==> src/design/ptd_pkg.sv <==
// ----------------------------------------------------------------------------
// ptd_pkg: shared definitions for the periodic task dispatcher
// Widths, reset values, item kinds, register indexes and the status word
// passed from the remainder unit to the dispatcher sequencer.
// ----------------------------------------------------------------------------
package ptd_pkg;

    localparam int MAX_TASKS_DEF = 16;

    localparam int TICK_W     = 16;
    localparam int CNT_W      = 5;
    localparam int SLOT_W     = 4;
    localparam int RUN_W      = 4;
    localparam int KIND_W     = 2;
    localparam int CFG_IDX_W  = 2;
    localparam int CFG_DATA_W = 16;

    localparam logic [CNT_W-1:0]  TASK_COUNT_RESET = CNT_W'(1);
    localparam logic [TICK_W-1:0] WRAP_RESET       = TICK_W'(1000);

    // Configuration register indexes.
    localparam logic [CFG_IDX_W-1:0] CFG_TASK_COUNT = CFG_IDX_W'(0);
    localparam logic [CFG_IDX_W-1:0] CFG_SCHED_MODE = CFG_IDX_W'(1);
    localparam logic [CFG_IDX_W-1:0] CFG_WRAP_LIMIT = CFG_IDX_W'(2);

    // Scheduling modes.
    localparam logic MODE_PERIODIC    = 1'b0;
    localparam logic MODE_ROUND_ROBIN = 1'b1;

    // Item kinds; the fourth code carries no meaning.
    typedef enum logic [KIND_W-1:0] {
        KIND_TICK  = 2'd0,
        KIND_YIELD = 2'd1,
        KIND_LOAD  = 2'd2
    } t_kind;

    // Status of the remainder unit.
    typedef struct packed {
        logic done;
        logic rem_zero;
    } t_rem_stat;

endpackage

==> src/design/ptd_rem_unit.sv <==
// ----------------------------------------------------------------------------
// ptd_rem_unit: bit-serial remainder unit
// Restoring division, one dividend bit per cycle; reports whether the
// remainder is zero with a one-cycle done pulse.
// ----------------------------------------------------------------------------
module ptd_rem_unit
    import ptd_pkg::*;
(
    input  logic              i_clk,
    input  logic              i_rst_n,
    input  logic              i_start,
    input  logic [TICK_W-1:0] i_dividend,
    input  logic [TICK_W-1:0] i_divisor,
    output t_rem_stat         o_stat
);

    localparam int STEP_W = $clog2(TICK_W);

    logic                r_active;
    logic [STEP_W-1:0]   r_step;
    logic [TICK_W-1:0]   r_rem;
    logic [TICK_W-1:0]   r_dvd;
    logic [TICK_W-1:0]   r_dvs;
    logic                r_done;
    logic                r_zero;

    logic [TICK_W:0]     rem_sh;
    logic [TICK_W:0]     diff;
    logic [TICK_W-1:0]   n_rem;

    // The partial remainder stays below the divisor, so one shift and one
    // conditional subtract give the next one.
    always_comb begin
        rem_sh = {r_rem, r_dvd[TICK_W-1]};
        diff   = rem_sh - {1'b0, r_dvs};
        n_rem  = (rem_sh >= {1'b0, r_dvs}) ? diff[TICK_W-1:0] : rem_sh[TICK_W-1:0];
    end

    always_ff @(posedge i_clk) begin
        if (!i_rst_n) begin
            r_active <= 1'b0;
            r_step   <= '0;
            r_done   <= 1'b0;
            r_zero   <= 1'b0;
        end else begin
            r_done <= 1'b0;
            if (i_start) begin
                r_active <= 1'b1;
                r_step   <= '0;
                r_rem    <= '0;
                r_dvd    <= i_dividend;
                r_dvs    <= i_divisor;
            end else if (r_active) begin
                r_rem <= n_rem;
                r_dvd <= {r_dvd[TICK_W-2:0], 1'b0};
                r_step <= r_step + STEP_W'(1);
                if (r_step == STEP_W'(TICK_W - 1)) begin
                    r_active <= 1'b0;
                    r_done   <= 1'b1;
                    r_zero   <= (n_rem == '0);
                end
            end
        end
    end

    assign o_stat.done     = r_done;
    assign o_stat.rem_zero = r_zero;

endmodule

==> src/design/periodic_task_dispatcher.sv <==
// ----------------------------------------------------------------------------
// periodic_task_dispatcher: periodic release and dispatch of tasks
// Keeps a period per task, pending marks, a tick counter, the running task;
// periodic ticks release tasks whose period divides the counter and dispatch.
// ----------------------------------------------------------------------------
// Usage. A word is offered on i_kind, i_task_slot and i_period_ticks with
// i_start; it is taken at a clock edge where i_start is high and o_busy is
// low. Every word yields exactly one result word, shown for one cycle with
// o_result_valid; the receiver cannot hold it off and need not.
// Configuration words (task count, scheduling mode, wrap limit) are written
// through i_cfg_valid/o_cfg_ready, index and data, while the block is idle.
// Flow. Period loads, round-robin ticks and the unused kind give their
// result the cycle after acceptance and the block stays ready. A yield
// searches the pending marks one task per cycle, then gives the result.
// A periodic tick walks the N tasks in use through one shared bit-serial
// remainder unit: a table read and a check for each task, and for a task
// with a nonzero period also the remainder steps, one per counter bit,
// and the done pulse; then the search. o_busy stays high until the
// result is shown.
// Reset (synchronous, active low) clears the counter, running task, pending
// marks and period valid bits, and loads the register reset values.
// ----------------------------------------------------------------------------
module periodic_task_dispatcher
    import ptd_pkg::*;
#(
    parameter int MAX_TASKS = MAX_TASKS_DEF
) (
    input  logic                  i_clk,
    input  logic                  i_rst_n,
    input  logic                  i_start,
    output logic                  o_busy,
    input  logic [KIND_W-1:0]     i_kind,
    input  logic [SLOT_W-1:0]     i_task_slot,
    input  logic [TICK_W-1:0]     i_period_ticks,
    output logic                  o_result_valid,
    output logic [RUN_W-1:0]      o_running_task,
    output logic                  o_was_pending,
    output logic [TICK_W-1:0]     o_tick_value,
    input  logic                  i_cfg_valid,
    output logic                  o_cfg_ready,
    input  logic [CFG_IDX_W-1:0]  i_cfg_index,
    input  logic [CFG_DATA_W-1:0] i_cfg_data
);

    // TW indexes a task; SW also holds the task count itself.
    localparam int TW = $clog2(MAX_TASKS);
    localparam int SW = TW + 1;
    localparam int CW = (SW > CNT_W) ? SW : CNT_W;
    localparam int XW = TW + SLOT_W;

    typedef enum logic [2:0] {
        S_IDLE,
        S_READ,
        S_CHECK,
        S_DIV,
        S_SEARCH
    } t_state;

    // Configuration registers.
    logic [CNT_W-1:0]     r_task_count;
    logic                 r_mode;
    logic [TICK_W-1:0]    r_wrap;

    // Sequencer and block state.
    t_state               r_state;
    t_kind                r_kind;
    logic [TW-1:0]        r_cur;
    logic [TW-1:0]        r_srch;
    logic [TW-1:0]        r_idx;
    logic [TICK_W-1:0]    r_tick;
    logic [MAX_TASKS-1:0] r_pend;
    logic [MAX_TASKS-1:0] r_pvalid;

    // Period table and its registered read port.
    logic [TICK_W-1:0]    r_period_mem [MAX_TASKS];
    logic [TICK_W-1:0]    r_rd_data;
    logic                 r_rd_ok;

    // Result registers.
    logic                 r_o_valid;
    logic [TW-1:0]        r_o_task;
    logic                 r_o_pend;
    logic [TICK_W-1:0]    r_o_tick;

    logic                 accept;
    logic [CW-1:0]        tc_ext;
    logic [CW-1:0]        live_c;
    logic [SW-1:0]        live;
    logic [SW-1:0]        idle_s;
    logic [TW-1:0]        idle_task;
    logic [SW-1:0]        idx_inc;
    logic                 last_task;
    logic [XW-1:0]        slot_ext;
    logic                 slot_ok;
    logic                 mem_wr;
    logic [TICK_W-1:0]    period;
    logic                 div_start;
    t_rem_stat            rem_stat;
    logic [TW-1:0]        succ_cur;
    logic [TW-1:0]        succ_srch;
    logic                 hit;
    logic [TW-1:0]        n_sel;
    logic [TICK_W-1:0]    n_tick_end;
    logic [TW+RUN_W-1:0]  run_ext;

    // Next task in circular order; a successor at or beyond the count wraps to 0.
    function automatic logic [TW-1:0] succ(input logic [TW-1:0] t,
                                           input logic [SW-1:0] n);
        logic [SW-1:0] t1;
        t1 = {1'b0, t} + SW'(1);
        return (t1 < n) ? t1[TW-1:0] : '0;
    endfunction

    assign accept = i_start && (r_state == S_IDLE);

    // Number of tasks in use: a count of zero acts as one, and a count
    // above the table size acts as the table size.
    assign tc_ext = CW'(r_task_count);
    always_comb begin
        priority if (tc_ext == '0) begin
            live_c = CW'(1);
        end else if (tc_ext > CW'(MAX_TASKS)) begin
            live_c = CW'(MAX_TASKS);
        end else begin
            live_c = tc_ext;
        end
    end
    assign live      = live_c[SW-1:0];
    assign idle_s    = live - SW'(1);
    assign idle_task = idle_s[TW-1:0];

    // r_idx walks the tasks during the release sweep and counts the
    // candidates during the search.
    assign idx_inc   = {1'b0, r_idx} + SW'(1);
    assign last_task = (idx_inc == live);

    assign slot_ext = {{TW{1'b0}}, i_task_slot};
    assign slot_ok  = (slot_ext < XW'(MAX_TASKS));
    assign mem_wr   = accept && (i_kind == KIND_LOAD) && slot_ok;

    // An entry never written reads as period zero.
    assign period    = r_rd_ok ? r_rd_data : '0;
    assign div_start = (r_state == S_CHECK) && (period != '0);

    assign succ_cur  = succ(r_cur, live);
    assign succ_srch = succ(r_srch, live);
    assign hit       = r_pend[succ_srch];
    assign n_sel     = hit ? succ_srch : idle_task;

    // The counter restarts only after a periodic tick's release check.
    assign n_tick_end = ((r_kind == KIND_TICK) && (r_tick >= r_wrap)) ? '0 : r_tick;

    ptd_rem_unit u_rem (
        .i_clk      (i_clk),
        .i_rst_n    (i_rst_n),
        .i_start    (div_start),
        .i_dividend (r_tick),
        .i_divisor  (period),
        .o_stat     (rem_stat)
    );

    always_ff @(posedge i_clk) begin
        if (mem_wr) begin
            r_period_mem[slot_ext[TW-1:0]] <= i_period_ticks;
        end
        r_rd_data <= r_period_mem[r_idx];
    end

    always_ff @(posedge i_clk) begin
        if (!i_rst_n) begin
            r_task_count <= TASK_COUNT_RESET;
            r_mode       <= MODE_PERIODIC;
            r_wrap       <= WRAP_RESET;
            r_state      <= S_IDLE;
            r_kind       <= KIND_TICK;
            r_cur        <= '0;
            r_srch       <= '0;
            r_idx        <= '0;
            r_tick       <= '0;
            r_pend       <= '0;
            r_pvalid     <= '0;
            r_rd_ok      <= 1'b0;
            r_o_valid    <= 1'b0;
            r_o_task     <= '0;
            r_o_pend     <= 1'b0;
            r_o_tick     <= '0;
        end else begin
            r_o_valid <= 1'b0;
            r_rd_ok   <= r_pvalid[r_idx];

            if (i_cfg_valid && o_cfg_ready) begin
                unique case (i_cfg_index)
                    CFG_TASK_COUNT: r_task_count <= i_cfg_data[CNT_W-1:0];
                    CFG_SCHED_MODE: r_mode       <= i_cfg_data[0];
                    CFG_WRAP_LIMIT: r_wrap       <= i_cfg_data[TICK_W-1:0];
                    default: begin
                    end
                endcase
            end

            if (mem_wr) begin
                r_pvalid[slot_ext[TW-1:0]] <= 1'b1;
            end

            unique case (r_state)
                S_IDLE: begin
                    if (accept) begin
                        r_kind <= t_kind'(i_kind);
                        unique case (i_kind)
                            KIND_TICK: begin
                                if (r_mode == MODE_PERIODIC) begin
                                    r_tick  <= r_tick + TICK_W'(1);
                                    r_idx   <= '0;
                                    r_state <= S_READ;
                                end else begin
                                    r_cur     <= succ_cur;
                                    r_o_valid <= 1'b1;
                                    r_o_task  <= succ_cur;
                                    r_o_pend  <= 1'b0;
                                    r_o_tick  <= r_tick;
                                end
                            end
                            KIND_YIELD: begin
                                r_srch  <= r_cur;
                                r_idx   <= '0;
                                r_state <= S_SEARCH;
                            end
                            default: begin
                                r_o_valid <= 1'b1;
                                r_o_task  <= r_cur;
                                r_o_pend  <= 1'b0;
                                r_o_tick  <= r_tick;
                            end
                        endcase
                    end
                end
                S_READ: begin
                    r_state <= S_CHECK;
                end
                S_CHECK: begin
                    if (period != '0) begin
                        r_state <= S_DIV;
                    end else if (last_task) begin
                        r_idx   <= '0;
                        r_srch  <= r_cur;
                        r_state <= S_SEARCH;
                    end else begin
                        r_idx   <= idx_inc[TW-1:0];
                        r_state <= S_READ;
                    end
                end
                S_DIV: begin
                    if (rem_stat.done) begin
                        if (rem_stat.rem_zero) begin
                            r_pend[r_idx] <= 1'b1;
                        end
                        if (last_task) begin
                            r_idx   <= '0;
                            r_srch  <= r_cur;
                            r_state <= S_SEARCH;
                        end else begin
                            r_idx   <= idx_inc[TW-1:0];
                            r_state <= S_READ;
                        end
                    end
                end
                S_SEARCH: begin
                    if (hit || last_task) begin
                        r_pend[n_sel] <= 1'b0;
                        r_cur         <= n_sel;
                        r_tick        <= n_tick_end;
                        r_o_valid     <= 1'b1;
                        r_o_task      <= n_sel;
                        r_o_pend      <= hit;
                        r_o_tick      <= n_tick_end;
                        r_state       <= S_IDLE;
                    end else begin
                        r_srch <= succ_srch;
                        r_idx  <= idx_inc[TW-1:0];
                    end
                end
                default: begin
                    r_state <= S_IDLE;
                end
            endcase
        end
    end

    assign run_ext        = {{RUN_W{1'b0}}, r_o_task};
    assign o_running_task = run_ext[RUN_W-1:0];
    assign o_was_pending  = r_o_pend;
    assign o_tick_value   = r_o_tick;
    assign o_result_valid = r_o_valid;
    assign o_busy         = (r_state != S_IDLE);
    assign o_cfg_ready    = (r_state == S_IDLE);

endmodule

==> config.mk <==
export PLATFORM = sky130hd
export DESIGN_NAME = periodic_task_dispatcher
export DESIGN_NICKNAME = d
export VERILOG_FILES = /design/src/design/ptd_pkg.sv /design/src/design/ptd_rem_unit.sv /design/src/design/periodic_task_dispatcher.sv
export SDC_FILE = /design/constraint.sdc
export NUM_CORES = 1
export LEC_CHECK = 0
export ABC_AREA = 0
export BUFFER_PORTS_ARGS = -buffer_cell sky130_fd_sc_hd__buf_4
export CAP_MARGIN = 0
export CORE_ASPECT_RATIO = 1.2
export CORE_MARGIN = 8
export CORE_UTILIZATION = 56
export CTS_CLUSTER_DIAMETER = 30
export DETAILED_ROUTE_END_ITERATION = 12
export HOLD_SLACK_MARGIN = 0.02
export MAX_ROUTING_LAYER = met4
export PLACE_DENSITY = 0.84
export SYNTH_ARGS = -nofsm -noshare
export SYNTH_HDL_FRONTEND = slang
export SYNTH_SLANG_ARGS = --single-unit
==> constraint.sdc <==
create_clock -name i_clk -period 3.5 [get_ports i_clk]
set_input_delay 0.175 -clock i_clk [delete_from_list [all_inputs] [get_ports i_clk]]
set_output_delay 0.175 -clock i_clk [all_outputs]
set_load 0.03 [all_outputs]
* Word-level counts from Yosys, hierarchy flattened
Memories as Yosys holds them, arrays and structs flattened. A register that Yosys moved wholly into a read port is not among the register bits.
Index checks and enable logic that the tools add are counted.
** Word-level totals
- Memory bits (read-only) :: 0
- Bits in writable memories :: 256
- Register bits :: 165
- Memories :: 1
- Input bits :: 44
- Bits in latches :: 0
** Memories
- r_period_mem :: words 16, bits a word 16, rd ports 1, clocked after memory_dff 1, write ports 1, RTL line periodic_task_dispatcher.sv:75 : logic [TICK_W-1:0] r_period_mem [MAX_TASKS];
** Operators by class
- Div/mod/pow operators :: 0
- Muxes and demuxes :: 81
- Bitwise operators :: 7
- Add/subtract/negate cells :: 7
- Equality and inequality tests :: 24
- $lt $le $gt $ge :: 13
- $mul :: 0
- Shifts and indexed selects :: 0
- Reduce and logical (&&, ||, !) cells :: 38
** Operator list (number)
- $mux W16 :: 15
- $pmux W16 S2 :: 4
- $mux W4 :: 20
- $or A16 B16 Y16 :: 2
- $pmux W4 S2 :: 4
- $pmux W4 S4 :: 2
- $lt A4 B5 Y1 const B :: 5
- $reduce_and A5 Y1 :: 4
- $mux W3 :: 6
- $ge A17 B16 Y1 :: 1
- $mux W1 :: 17
- $add A16 B1 Y16 const B :: 1
- $and A16 B16 Y16 :: 1
- $ge A16 B16 Y1 :: 1
- $logic_not A16 Y1 :: 1
- $not A16 Y16 :: 1
- $reduce_bool A16 Y1 :: 1
- $sub A16 B16 Y16 :: 1
- $add A4 B1 Y5 const B :: 3
- $pmux W3 S5 :: 1
- $demux W1 S4 :: 3
- $ge A4 B1 Y1 const B :: 3
- $ne A2 B1 Y1 const B :: 6
- $reduce_and A2 Y1 :: 6
- other kinds (33) :: 61

* Longest topological paths before layout
- Depth after elaboration :: 16
- Gate-level depth with buffers :: 15

* Hierarchy
Synthesis repeated with hierarchy kept, for this count alone.
** Unflattened totals
- Cell total of the unflattened synthesis :: 1353
- Area, all modules :: 19200.9 sq um
** By module, submodules not included
- periodic_task_dispatcher :: instances 1, area an instance 16154.2 sq um, seq. area each 10209.8 sq um, cells each 1089
- ptd_rem_unit :: instances 1, area an instance 3046.7 sq um, seq. area each 1581.5 sq um, cells each 264

* Worst setup path before layout
OpenSTA, ideal clock, no wires.
- Path kind :: reg-to-reg
- Start :: reg r_state[0]
- End :: mem r_period_mem[0][0] (enable)
- Arrival :: 3.532 ns
- Required time :: 3.088 ns
- Cell stages (with the launch flop) :: 8
- Path slack :: -0.443 ns
- Library setup time :: 0.412 ns
- Buffers on the path :: 0
- Cells stage by stage :: dfxtp_1 > nor2_1 > inv_1 > nor2_1 > nand2_1 > nor3b_1 > or3b_2 > nor3_1
** Between the ends
- Longest elaborated chain between the ends :: 6
** Ends and longest elaborated chain
- from (decl) :: RTL line periodic_task_dispatcher.sv:65 : t_state r_state;
- from (signal assigned) :: RTL line periodic_task_dispatcher.sv:174 : r_state <= S_IDLE;
- from (signal assigned) :: RTL line periodic_task_dispatcher.sv:214 : r_state <= S_READ;
- from (signal assigned) :: RTL line periodic_task_dispatcher.sv:226 : r_state <= S_SEARCH;
- $logic_not A3 Y1
- named net o_cfg_ready :: RTL line periodic_task_dispatcher.sv:40 : output logic o_cfg_ready,
- $logic_and A1 B1 Y1 :: RTL line periodic_task_dispatcher.sv:114 : assign accept = i_start && (r_state == S_IDLE);
- $logic_and A1 B1 Y1 (2 in series) :: RTL line periodic_task_dispatcher.sv:139 : assign mem_wr = accept && (i_kind == KIND_LOAD) && slot_ok;
- $mux W1 :: RTL line periodic_task_dispatcher.sv:163 : if (mem_wr) begin
- $mux W1 (implied by the code) :: RTL line periodic_task_dispatcher.sv:164 : r_period_mem[slot_ext[TW-1:0]] <= i_period_ticks;
- to (decl) :: RTL line periodic_task_dispatcher.sv:75
The timed path passes the listed nets, and every way through them passes these cells.

* Worst setup path in the final report
- Start :: reg r_srch[1]
- End :: reg r_idx[0]
** Between the ends
- Longest elaborated chain between the ends :: 8
** Ends and longest elaborated chain
- from (decl) :: RTL line periodic_task_dispatcher.sv:68 : logic [TW-1:0] r_srch;
- from (signal assigned) :: RTL line periodic_task_dispatcher.sv:224 : r_srch <= r_cur;
- from (signal assigned) :: RTL line periodic_task_dispatcher.sv:245 : r_srch <= r_cur;
- from (signal assigned) :: RTL line periodic_task_dispatcher.sv:259 : r_srch <= r_cur;
- $add A4 B1 Y5 (*) :: RTL line periodic_task_dispatcher.sv:110 : t1 = {1'b0, t} + SW'(1);
- $lt A5 B5 Y1 :: RTL line periodic_task_dispatcher.sv:111 : return (t1 < n) ? t1[TW-1:0] : '0;
- $mux W4 (*) :: RTL line periodic_task_dispatcher.sv:111
- $bmux W1 S4 (*) :: RTL line periodic_task_dispatcher.sv:147 : assign hit = r_pend[succ_srch];
- $mux W1 (implied by the code) (*) :: RTL line periodic_task_dispatcher.sv:147
- $logic_or A1 B1 Y1 (*) :: RTL line periodic_task_dispatcher.sv:268 : if (hit || last_task) begin
- $ne A2 B2 Y1 (no line) (*)
- $reduce_and A7 Y1 (no line) (*)
- to (signal assigned) :: RTL line periodic_task_dispatcher.sv:248 : r_idx <= idx_inc[TW-1:0];
- to (signal assigned) :: RTL line periodic_task_dispatcher.sv:262 : r_idx <= idx_inc[TW-1:0];
- to (signal assigned) :: RTL line periodic_task_dispatcher.sv:279 : r_idx <= idx_inc[TW-1:0];
- to (decl) :: RTL line periodic_task_dispatcher.sv:69 : logic [TW-1:0] r_idx;
Mark *: on every way between the ends. The rest lies on a longest branch, timed or not. The select of a mux whose other input is x is not followed.
A chain may end at the register's enable or synchronous reset.

==> metrics.md <==
| Metric | Value |
|---|---|
| Crit-path slowest cell | `a2111o_1` |
| # setup viols final | `0` |
| Multi-input gate area | `around 7000 um^2` |
| Total gr overflow | `0` |
| Worst skew pair latency | `0.60 ns` |
| Port Buffers | `67` |
| Async SR Flop Fraction | `0%` |
| Area after DPL | `slightly above 20000 um^2` |
| Period utilization | `a little under 100%` |
| Initial Util | `56.3%` |
| CTS buffer count | `a little over 70` |
| Initial antenna violation count | `0` |
| Largest net degree at the start of global routing | `66` |
| Post-route ant nets | `0` |
| Main synth FF type | `edfxtp_1` |
| Row count | `74` |
| CTS root buffer | `clkbuf_16` |
| Final net count | `1653` |
| Seq/Total Area, Yosys | `62.0%` |
| Simple-gate share of the synthesized area | `under 10%` |
| Synth Area in Compound Gates | `under 10%` |
| DIE HEIGHT | `218 um` |
| Peak VDD IR | `0.000732 V` |
| Setup crit start | `r_srch[1]` |
| Pre-CTS WS | `-0.119 ns` |
| Worst hold stages | `2` |
| Power Dens Cells | `578 nW/um^2` |
| Most frequent cells in the layout | `edfxtp_1 (304), buf_4 (138), dfxtp_1 (129), nand2_1 (98), mux4_2 (86)` |
| Final Slew Violations | `0` |
| Layout cells sized above 1 | `a little over a quarter` |
| Num ports | `about 70` |
| Post-synth EDFFs | `a little over 300` |
| Critical path type | `flip-flop to flip-flop` |
| Worst-path clk slew | `approximately 0.05 ns` |
| CP endpoint | `r_idx[0]` |
| H-Tree Depth | `3` |
| Syn Inst Count | `around 1400` |
| ANT cells | `0` |
| Clk buf depth | `3` |
| Finished Layout Cells | `2074` |
| Max Clk Rate | `about 290 MHz` |
| DRC | `0` |
| Initial drt markers | `roughly 1100` |
| Fillers | `2018` |
| CP peak stage delay | `approximately 0.49 ns` |
| RR Endpoint | `r_idx[0]` |
| Synthesized flop and latch total | `~440` |
| Final hold violation count | `0` |
| Cell count after placement | `1901` |
| Worst Reg-to-Reg Cells | `13` |
| WP data required | `4.00 ns` |
| Outcome | `completed` |
| Most Frequent Cell on Critical Path | `buf_4` |
| Worst-path cell chain | `ha_4, ha_2, and4bb_1, a211o_1, a2111o_1, o221ai_4, a21oi_4, buf_4, a211oi_4, a21oi_2, buf_4, or3_1, a21boi_1` |
| Critical R2R Launch | `r_srch[1]` |
| Clk_skew | `0.0250 ns` |
| Crit path launch type | `flip-flop` |
| CORE AREA | `33800 um^2` |
| CTS Sinks | `approximately 440` |
| P_leak | `approximately 8.4 nW` |
| Xor/xnor share of the synthesized area | `under 10%` |
| CP Depth | `13` |
| Vias in the first global route | `~13000` |
| First-pass GRT wire length | `~75 mm` |
| Relative slew slack | `between 30% and 40%` |
| TritonRoute pass-1 iters | `7` |
| Setup ws final | `around 0.057 ns` |
| WP buf/inv | `2` |
| Final Cell Area | `23700 um^2` |
| Worst Path Arrival | `just under 4 ns` |
| Mean post-synth cell area | `~14 um^2` |
| Worst setup EP type | `flip-flop` |
| Mapped Nets | `between 1000 and 1500` |
| Tot Pwr | `13.7 mW` |
| Mapped Area | `19000 um^2` |
| Via count | `about 13000` |
| Crit Path Max Fanout | `5` |
| Most common cell after layout, fill and taps aside | `edfxtp_1` |
| Adder-Cell Fraction of Synth Area | `around 3.2%` |
| CTS tree | `done` |
| Number of max-cap violations | `0` |
| Die Area | `about 40000 um^2` |
| Final WL | `between 40 and 50 mm` |
| Reg2Reg Setup Slack | `0.06 ns` |
| GPL Wtd Cong | `approximately 0.91` |
| Yosys cell types | `76` |
| Mux contribution to synthesized area | `12.5%` |
| Synthesis Warnings | `0` |
| Drt wl/cell | `roughly 24 um` |
| Min Clock Period, post-route | `3.44 ns` |
| Total GRT Usage | `approximately 25%` |
| Die span in x | `184 um` |
| Detail Placement HPWL | `28.8 mm` |
| Largest family of logic cells by synthesized area | `multiplexers` |
| P&R area growth vs syn | `24.5%` |
| Register area | `roughly 12000 um^2` |
| Via-per-instance ratio | `approximately 6.2` |
| Worst Tran Pin Value | `around 0.98 ns` |
| CP delay by family, top | `compound AO/OA/AOI/OAI gates` |
| Hold/Removal Path Class | `input pin to flip-flop` |
## area by class of cell
cell class | count | share of cell area [%]
inverters | 53 | 0.840
clock buffers | 77 | 7.73
repair buffers | 185 | 6.63
well taps | 456 | 2.41
multi-input cells | 813 | 29.6
clock inverters | 53 | 2.93
flip-flops and latches | 437 | 49.8
## Yosys cell counts (6+ instances only)
| cell type | number | share of area (%) |
|---|---|---|
| xor2_1 | 14 | 0.64 |
| o221a_2 | 16 | 0.95 |
| inv_1 | 53 | 1.0 |
| and3_1 | 20 | 0.66 |
| a21boi_0 | 30 | 1.2 |
| ha_1 | 47 | 3.1 |
| nand4_1 | 8 | 0.26 |
| and2_1 | 24 | 0.79 |
| buf_1 | 9 | 0.18 |
| nand2_1 | 100 | 2.0 |
| xnor2_1 | 12 | 0.55 |
| nor3_1 | 21 | 0.55 |
| or3_1 | 6 | 0.20 |
| a21o_1 | 8 | 0.32 |
| edfxtp_1 | 304 | 48 |
| o21ai_1 | 6 | 0.16 |
| mux2i_1 | 23 | 1.2 |
| nor4_1 | 9 | 0.30 |
| a211oi_1 | 7 | 0.28 |
| nor2_1 | 77 | 1.5 |
| a31oi_1 | 17 | 0.56 |
| nor2b_1 | 16 | 0.53 |
| nor3b_1 | 9 | 0.36 |
| mux4_2 | 86 | 10 |
| clkbuf_1 | 49 | 0.97 |
| nand3_1 | 38 | 1.0 |
| a21oi_1 | 42 | 1.1 |
| o21a_1 | 26 | 1.0 |
| o21ai_0 | 32 | 0.84 |
| nand2b_1 | 27 | 0.89 |
| mux2_2 | 18 | 1.1 |
| dfxtp_1 | 133 | 14 |
| o211ai_1 | 14 | 0.55 |
## repair_timing
item	in CTS	in global routing
pin swaps	5	9
resized for setup	10	28
buffers inserted	1	3
hold buffers	39	0
setup endpoints to repair	25	45
endpoints found under the hold margin	280	0
## cell families (layout without fill, tap and decap cells)
kind of cell    after synthesis  after routing
flops                       437            437
simple gates                368            368
compound gates              243            243
mux                         127            127
buf+inv                     114            368
fa+ha+maj                    48             48
xor+xnor                     27             27
## power breakdown
group	internal, mW	total, mW	switching, mW
Sequential	5.56	5.59	0.0360
Clock	4.52	7.29	2.77
Combinational	0.331	0.784	0.453
## metal layers
metal  up-vias  GRT usage, %  wire length (um)
met5         -             -                 0
met4         0          10.9              2050
met3       175          4.87              3380
met2       662          44.3             26000
met1      6401          27.6             17700
li1       5645             -                 -
## state kept, by name, summed over array words and instances (netlist names), 5 cells and up
signal and count:
r_wrap 16, r_pvalid 16, r_period_mem 256, r_task_count 5
o_tick_value 16, u_rem.r_dvd 16, r_rd_data 16, u_rem.r_dvs 16
r_pend 16, r_tick 16, u_rem.r_rem 16
## through the flow
stage	TNS, ns	utilization (%)	hold slack (ns)
final	0	70.0	0.0481
after global routing	-2.00	70.0	0.0347
after CTS	-0.0406	69.5	0.0331
after detailed placement	-1.38	60.8	0.410
after global placement	-0.256	60.8	0.402
after floorplan	-0.00248	-	0.274
## worst min-delay path by stage
stage	startpoint	to	slack, ns
2_1_floorplan	i_period_ticks[0]	r_period_mem[0][0]	0.27
3_3_place_gp	i_cfg_data[5]	r_wrap[5]	0.40
3_5_place_dp	i_cfg_data[5]	r_wrap[5]	0.41
4_1_cts	i_task_slot[1]	r_period_mem[8][1]	0.03
5_1_grt	i_task_slot[1]	r_period_mem[8][0]	0.03
6_report	i_task_slot[0]	r_period_mem[8][1]	0.05
No activity file was read; power rests on OpenSTA's default activity.
